$ cat src/design/als_pkg.sv
// Shared types, constants and the CORDIC arctangent table for the arc segmenter.
package als_pkg;

  // Angles are radians with 30 fraction bits
  localparam logic signed [63:0] PI_Q      = 64'sd3373259426;
  localparam logic signed [63:0] HALF_PI_Q = 64'sd1686629713;
  localparam logic signed [63:0] TWO_PI_Q  = 64'sd6746518852;
  localparam logic signed [63:0] EPS_Q     = 64'sd537;
  localparam logic signed [24:0] INV_GAIN  = 25'sd10188014;
  localparam int unsigned        TOL_W     = 21;

  // Iteration counts (last index of each loop)
  localparam logic [5:0] CNT_CORDIC = 6'd29;
  localparam logic [5:0] CNT_SQRT   = 6'd31;
  localparam logic [5:0] CNT_DIV    = 6'd63;

  // Datapath operations
  typedef enum logic [4:0] {
    OP_NONE, OP_LOAD, OP_VEC1_INIT, OP_VEC2_INIT, OP_VEC_STEP, OP_A0_MUL, OP_R,
    OP_T_WRAP, OP_T_DIR, OP_NUM, OP_SQ_INIT, OP_SQ_STEP, OP_DIVQ_INIT, OP_DIVT_INIT,
    OP_DIV_STEP, OP_SEGS, OP_THETA, OP_ROT_WRAP, OP_ROT_INIT, OP_ROT_STEP,
    OP_UX, OP_UY, OP_EMIT
  } op_t;

  typedef struct packed {
    op_t        op;
    logic [4:0] iter;
  } cmd_t;

  typedef struct packed {
    logic one_seg;
    logic last;
  } stat_t;

  // atan(2^-i) in Q30
  function automatic logic signed [63:0] atan_step(input logic [4:0] i);
    logic signed [63:0] v;
    case (i)
      5'd0: v = 64'sd843314856;
      5'd1: v = 64'sd497837829;
      5'd2: v = 64'sd263043836;
      5'd3: v = 64'sd133525158;
      5'd4: v = 64'sd67021686;
      5'd5: v = 64'sd33543515;
      5'd6: v = 64'sd16775850;
      5'd7: v = 64'sd8388437;
      5'd8: v = 64'sd4194282;
      5'd9: v = 64'sd2097149;
      default: v = (64'sd1 <<< (5'd30 - i)) - 64'sd1;
    endcase
    return v;
  endfunction

endpackage

$ cat src/design/als_ctrl.sv
// Sequencer for the arc segmenter: steps the datapath through each phase.
module als_ctrl
  import als_pkg::*;
(
  input  logic  clk,
  input  logic  rst_n,
  input  logic  start,
  input  stat_t stat,
  output cmd_t  cmd,
  output logic  busy
);

  typedef enum logic [23:0] {
    S_IDLE  = 24'h000001, S_VEC1I = 24'h000002, S_VEC1  = 24'h000004,
    S_A0    = 24'h000008, S_R     = 24'h000010, S_VEC2I = 24'h000020,
    S_VEC2  = 24'h000040, S_TW    = 24'h000080, S_TD    = 24'h000100,
    S_NUM   = 24'h000200, S_SQI   = 24'h000400, S_SQ    = 24'h000800,
    S_DQI   = 24'h001000, S_DQ    = 24'h002000, S_SEGS  = 24'h004000,
    S_DTI   = 24'h008000, S_DT    = 24'h010000, S_THETA = 24'h020000,
    S_RW    = 24'h040000, S_RI    = 24'h080000, S_ROT   = 24'h100000,
    S_UX    = 24'h200000, S_UY    = 24'h400000, S_EMIT  = 24'h800000
  } state_t;

  state_t     state_r, state_nxt;
  logic [5:0] cnt_r, cnt_nxt;

  assign busy = (state_r != S_IDLE);

  // Next state and command decode
  always_comb begin
    state_nxt = state_r;
    cnt_nxt   = cnt_r;
    cmd.op    = OP_NONE;
    cmd.iter  = cnt_r[4:0];
    case (state_r)
      S_IDLE: begin
        if (start) begin
          cmd.op    = OP_LOAD;
          state_nxt = S_VEC1I;
        end
      end
      S_VEC1I: begin
        cmd.op    = OP_VEC1_INIT;
        cnt_nxt   = '0;
        state_nxt = S_VEC1;
      end
      S_VEC1: begin
        cmd.op = OP_VEC_STEP;
        if (cnt_r == CNT_CORDIC) begin
          cnt_nxt   = '0;
          state_nxt = S_A0;
        end else cnt_nxt = cnt_r + 6'd1;
      end
      S_A0: begin
        cmd.op    = OP_A0_MUL;
        state_nxt = S_R;
      end
      S_R: begin
        cmd.op    = OP_R;
        state_nxt = S_VEC2I;
      end
      S_VEC2I: begin
        cmd.op    = OP_VEC2_INIT;
        cnt_nxt   = '0;
        state_nxt = S_VEC2;
      end
      S_VEC2: begin
        cmd.op = OP_VEC_STEP;
        if (cnt_r == CNT_CORDIC) begin
          cnt_nxt   = '0;
          state_nxt = S_TW;
        end else cnt_nxt = cnt_r + 6'd1;
      end
      S_TW: begin
        cmd.op    = OP_T_WRAP;
        state_nxt = S_TD;
      end
      S_TD: begin
        cmd.op    = OP_T_DIR;
        state_nxt = S_NUM;
      end
      S_NUM: begin
        cmd.op    = OP_NUM;
        state_nxt = S_SQI;
      end
      S_SQI: begin
        cmd.op    = OP_SQ_INIT;
        cnt_nxt   = '0;
        state_nxt = S_SQ;
      end
      S_SQ: begin
        cmd.op = OP_SQ_STEP;
        if (cnt_r == CNT_SQRT) begin
          cnt_nxt   = '0;
          state_nxt = S_DQI;
        end else cnt_nxt = cnt_r + 6'd1;
      end
      S_DQI: begin
        cmd.op    = OP_DIVQ_INIT;
        cnt_nxt   = '0;
        state_nxt = S_DQ;
      end
      S_DQ: begin
        cmd.op = OP_DIV_STEP;
        if (cnt_r == CNT_DIV) begin
          cnt_nxt   = '0;
          state_nxt = S_SEGS;
        end else cnt_nxt = cnt_r + 6'd1;
      end
      S_SEGS: begin
        cmd.op    = OP_SEGS;
        state_nxt = S_DTI;
      end
      S_DTI: begin
        // one segment means no intermediate points
        if (stat.one_seg) begin
          state_nxt = S_IDLE;
        end else begin
          cmd.op    = OP_DIVT_INIT;
          cnt_nxt   = '0;
          state_nxt = S_DT;
        end
      end
      S_DT: begin
        cmd.op = OP_DIV_STEP;
        if (cnt_r == CNT_DIV) begin
          cnt_nxt   = '0;
          state_nxt = S_THETA;
        end else cnt_nxt = cnt_r + 6'd1;
      end
      S_THETA: begin
        cmd.op    = OP_THETA;
        state_nxt = S_RW;
      end
      S_RW: begin
        cmd.op    = OP_ROT_WRAP;
        state_nxt = S_RI;
      end
      S_RI: begin
        cmd.op    = OP_ROT_INIT;
        cnt_nxt   = '0;
        state_nxt = S_ROT;
      end
      S_ROT: begin
        cmd.op = OP_ROT_STEP;
        if (cnt_r == CNT_CORDIC) begin
          cnt_nxt   = '0;
          state_nxt = S_UX;
        end else cnt_nxt = cnt_r + 6'd1;
      end
      S_UX: begin
        cmd.op    = OP_UX;
        state_nxt = S_UY;
      end
      S_UY: begin
        cmd.op    = OP_UY;
        state_nxt = S_EMIT;
      end
      S_EMIT: begin
        cmd.op    = OP_EMIT;
        state_nxt = stat.last ? S_IDLE : S_RW;
      end
      default: state_nxt = S_IDLE;
    endcase
  end

  always_ff @(posedge clk) begin
    if (!rst_n) begin
      state_r <= S_IDLE;
      cnt_r   <= '0;
    end else begin
      state_r <= state_nxt;
      cnt_r   <= cnt_nxt;
    end
  end

  a_onehot: assert property (@(posedge clk) disable iff (!rst_n) $onehot(state_r))
    else $error("state register not one-hot");
  a_accept: assert property (@(posedge clk) disable iff (!rst_n)
    (state_r == S_IDLE && start) |=> state_r == S_VEC1I)
    else $error("request not taken");
  a_last: assert property (@(posedge clk) disable iff (!rst_n)
    (state_r == S_EMIT && stat.last) |=> state_r == S_IDLE)
    else $error("did not finish after last point");

endmodule

$ cat config.mk
export PLATFORM = sky130hd
export DESIGN_NAME = als_ctrl
export DESIGN_NICKNAME = d
export VERILOG_FILES = /design/src/design/als_pkg.sv /design/src/design/als_ctrl.sv
export SDC_FILE = /design/constraint.sdc
export NUM_CORES = 1
export LEC_CHECK = 0
export BUFFER_PORTS_ARGS = -buffer_cell sky130_fd_sc_hd__buf_2
export CORE_ASPECT_RATIO = 1.1
export CORE_MARGIN = 8
export CORE_UTILIZATION = 45
export DETAILED_ROUTE_END_ITERATION = 7
export GPL_ROUTABILITY_DRIVEN = 0
export GPL_TIMING_DRIVEN = 0
export PLACE_DENSITY = 0.77
export SYNTH_ARGS = -nofsm -noshare
export SYNTH_HDL_FRONTEND = slang
export SYNTH_SLANG_ARGS = --single-unit
$ cat constraint.sdc
create_clock -name clk -period 2.33 [get_ports clk]
set_clock_uncertainty 0.15 [all_clocks]
set_input_delay 0 -clock clk [delete_from_list [all_inputs] [get_ports clk]]
set_output_delay 0 -clock clk [all_outputs]
set_load 0.02 [all_outputs]
==> insert_results.sql <==
INSERT INTO impl_metrics (metric_group, metric, value, unit) VALUES
('status', 'outcome', 'finished, violations left', ''),
('status', 'failed_checks', 'design-rule violations, negative setup slack', ''),
('flow_run', 'drv.max_cap_violation_count', '0', ''),
('routing', 'totalWireLength', '11000', 'µm'),
('routing', 'drt_first_pass_iters', '8', ''),
('clock_tree', 'cts.reportedPaths.clkPinSlew', '0.07', 'ns'),
('synth', 'synth_cells', '275', ''),
('worst_setup_path', 'worstSetupPathType', 'register to primary output', ''),
('sta', 'hold_viol_final', '0', ''),
('place', 'port_buffers', '15', ''),
('sta', 'fin_crit', '2.75', 'ns'),
('global_route', 'via_count_of_the_first_global_routing_pass', '2503', ''),
('clock_tree', 'cts-root-to-sink-buffers', '2', ''),
('floorplanning', 'fp.dieH', '88.4', 'µm'),
('synth', 'post-synth-top-count-cell', 'sky130_fd_sc_hd__nor2_1', ''),
('finish', 'antenna_cells_inserted', '0', ''),
('synth', 'syn_nets', '282', ''),
('sta', 'worst_case_setup_margin_in_the_final_layout', '-0.420', 'ns'),
('worst_setup_path', 'start_kind', 'register', ''),
('sta', 'top_achievable_clock_speed', '364', 'MHz'),
('worst_setup_path', 'timing.reg2reg.worst_path_depth', '7', ''),
('sta', 'final_setup_violation_count', '33', ''),
('synth', 'avgSynthCellArea', '7.80', 'µm²'),
('routing', 'vias', '3019', ''),
('floorplanning', 'boundaryPins', '16', ''),
('power', 'power_density', '384', 'nW/µm²'),
('finish', 'num-fill-cells', '241', ''),
('synth', 'synth-edff-count', '0', ''),
('finish', 'final_util', '0.751', ''),
('global_route', 'grt_start_max_net_pins', '11', ''),
('finish', 'stdcell_count', '412', ''),
('synth', 'synthFlopType', 'sky130_fd_sc_hd__dfxtp_1', ''),
('sta', 'portion_of_the_clock_cycle_consumed_by_the_worst_path_in_the_final_layout', '1.18', ''),
('worst_setup_path', 'rr_startpoint', 'state_r[21]', ''),
('worst_setup_path', 'regToRegEndpoint', 'cnt_r[3]', ''),
('finish', 'nets', '362', ''),
('global_route', 'grt_first_pass_wirelength', '12200', 'µm'),
('routing', 'routed_via_density', '7.33', ''),
('finish', 'syn2layout_area_growth', '61.7', '%'),
('global_route', 'grt_usage', '0.214', ''),
('clock_tree', 'h-tree-depth', '2', ''),
('synth', 'yosys_warnings', '0', ''),
('routing', 'drt_first_iter_violations', '650', ''),
('min_path', 'hold_critical_path_endpoint', 'state_r[3]', ''),
('min_path', 'hp-start', 'state_r[3]', ''),
('clock_tree', 'cts_root_buffer', 'sky130_fd_sc_hd__clkbuf_8', ''),
('finish', 'layout.cell_area.non_filler', '3470', 'µm²'),
('routing', 'drt_drc_violations_left', '29', ''),
('worst_setup_path', 'crit_path_max_fanout', '7', ''),
('routing', 'wl_cell', '26.7', 'µm'),
('clock_tree', 'cts_tree', 'yes', ''),
('worst_setup_path', 'r2r_setup_slack', '-0.41', 'ns'),
('floorplanning', 'initial_core_util', '0.464', ''),
('floorplanning', 'floorplan.die_area', '7230', 'µm²'),
('place', 'placedInstanceArea', '2300', 'µm²'),
('synth', 'post_synth_main_area_contributors', 'sky130_fd_sc_hd__dfxtp_1 28%, sky130_fd_sc_hd__nor2_1 5.8%, sky130_fd_sc_hd__nand2_1 3.7%, sky130_fd_sc_hd__nand4b_1 3.7%, sky130_fd_sc_hd__nor4_1 3.2%', ''),
('place', 'place.detailed.hpwl', '4540', 'µm'),
('power', 'total_leakage_power', '1.35', 'nW'),
('sta', 'drv_slew', '0', ''),
('synth', 'share_of_synthesized_area_occupied_by_flip_flops_and_latches', '0.280', ''),
('synth', 'postSynthRegisterBits', '30', ''),
('sta', 'fin_hold_ws', '0.349', 'ns'),
('clock_tree', 'cts_buffers', '5', ''),
('worst_setup_path', 'worst_setup_path_end_kind', 'primary output', ''),
('sta', 'tightest_slew_margin_relative_to_the_limit', '0.495', ''),
('floorplanning', 'std_cell_rows', '26', ''),
('place', 'numPlacedInstances', '346', ''),
('synth', 'area_share_of_the_leading_cell_type_in_the_synthesized_netlist', '0.280', ''),
('floorplanning', 'core-area', '4620', 'µm²'),
('worst_setup_path', 'worst_ep_arrival_time', '2.60', 'ns'),
('global_route', 'grt_remaining_overflow', '0', '');
layout by cell type (no fill, tap or decap), types with 8 or more instances in the layout:
master,Yosys,layout
sky130_fd_sc_hd__nand3_1,13,12
sky130_fd_sc_hd__dfxtp_4,0,14
sky130_fd_sc_hd__nand2b_1,10,10
sky130_fd_sc_hd__dfxtp_2,0,10
sky130_fd_sc_hd__nand4b_1,9,9
sky130_fd_sc_hd__buf_4,5,50
sky130_fd_sc_hd__buf_6,1,16
sky130_fd_sc_hd__buf_2,2,10
sky130_fd_sc_hd__nor2_1,33,25
sky130_fd_sc_hd__nand2_1,21,18
sky130_fd_sc_hd__nor4_4,3,8
sky130_fd_sc_hd__nand4_1,10,10
area by class of cell:
type | count | area (µm²) | share of cell area
inverter | 7 | 26.3 | 0.00758
sequential | 30 | 666 | 0.192
multi-input combinational | 225 | 1880 | 0.543
buffer | 9 | 71.3 | 0.0206
tap | 56 | 70.1 | 0.0202
clock inverter | 1 | 5.00 | 0.00144
timing repair buffer | 77 | 662 | 0.191
clock buffer | 7 | 86.3 | 0.0249
power by group:
group | internal, mW | switching, mW | total (mW)
combinational | 0.155 | 0.207 | 0.362
clock | 0.238 | 0.213 | 0.451
sequential | 0.507 | 0.0118 | 0.519
total | 0.901 | 0.432 | 1.33
cells by family after synthesis:
| family | count (synthesis) | share of synthesized area |
|---|---|---|
| buffers and inverters | 20 | 0.0484 |
| adder cells (fa/ha/maj) | 2 | 0.0117 |
| XOR/XNOR | 6 | 0.0245 |
| AO/OA/AOI/OAI | 48 | 0.150 |
| AND/OR/NAND/NOR | 169 | 0.485 |
| flip-flops | 30 | 0.280 |
worst max-delay path: stages (launching register included):
cell and delay, ns:
sky130_fd_sc_hd__dfxtp_2 0.32, sky130_fd_sc_hd__buf_6 0.13, sky130_fd_sc_hd__nor4_4 0.33, sky130_fd_sc_hd__nand4_1 0.26, sky130_fd_sc_hd__or3_4 0.44, sky130_fd_sc_hd__nor4b_4 0.40
sky130_fd_sc_hd__nor4_2 0.13, sky130_fd_sc_hd__o211ai_1 0.12, sky130_fd_sc_hd__buf_4 0.18
state kept, by name, indices dropped and copies added, names as in the netlist:
| register | flops |
|---|---|
| cnt_r | 6 |
| state_r | 24 |
repair_timing:
item                       CTS  global route
resized for setup           75            77
hold buffers                 4             1
gates cloned                 0             1
hold endpoints to repair     4             1
setup buffers               26            35
setup endpoints to repair   34            34
pin swaps                   17            54
how the worst max path moves through the flow:
stage	start	cells after the start	endpoint
finish	state_r[13]	8	cmd[6]
global route	state_r[21]	7	cnt_r[3]
CTS	state_r[19]	7	cmd[6]
detailed placement	state_r[16]	9	state_r[8]
global placement	state_r[16]	9	state_r[8]
floorplan	state_r[16]	7	state_r[17]
metrics by stage:
step | setup WS, ns | power, mW | TNS (ns)
global placement | -0.517 | 0.702 | -10.98
floorplan | -0.0130 | 0.658 | -0.0339
detailed placement | -0.487 | 0.703 | -10.41
global route | -0.470 | 1.37 | -10.43
finish | -0.420 | 1.33 | -8.61
CTS | -0.295 | 1.21 | -2.60
layer usage:
| metal | GRT usage | wire [µm] |
|---|---|---|
| met3 | 0.0559 | 1470 |
| met2 | 0.332 | 4940 |
| met4 | 0.161 | 927 |
| met1 | 0.245 | 3650 |
| met5 | 0 | 0 |
Note: power is estimated with default switching activity, not from simulation.
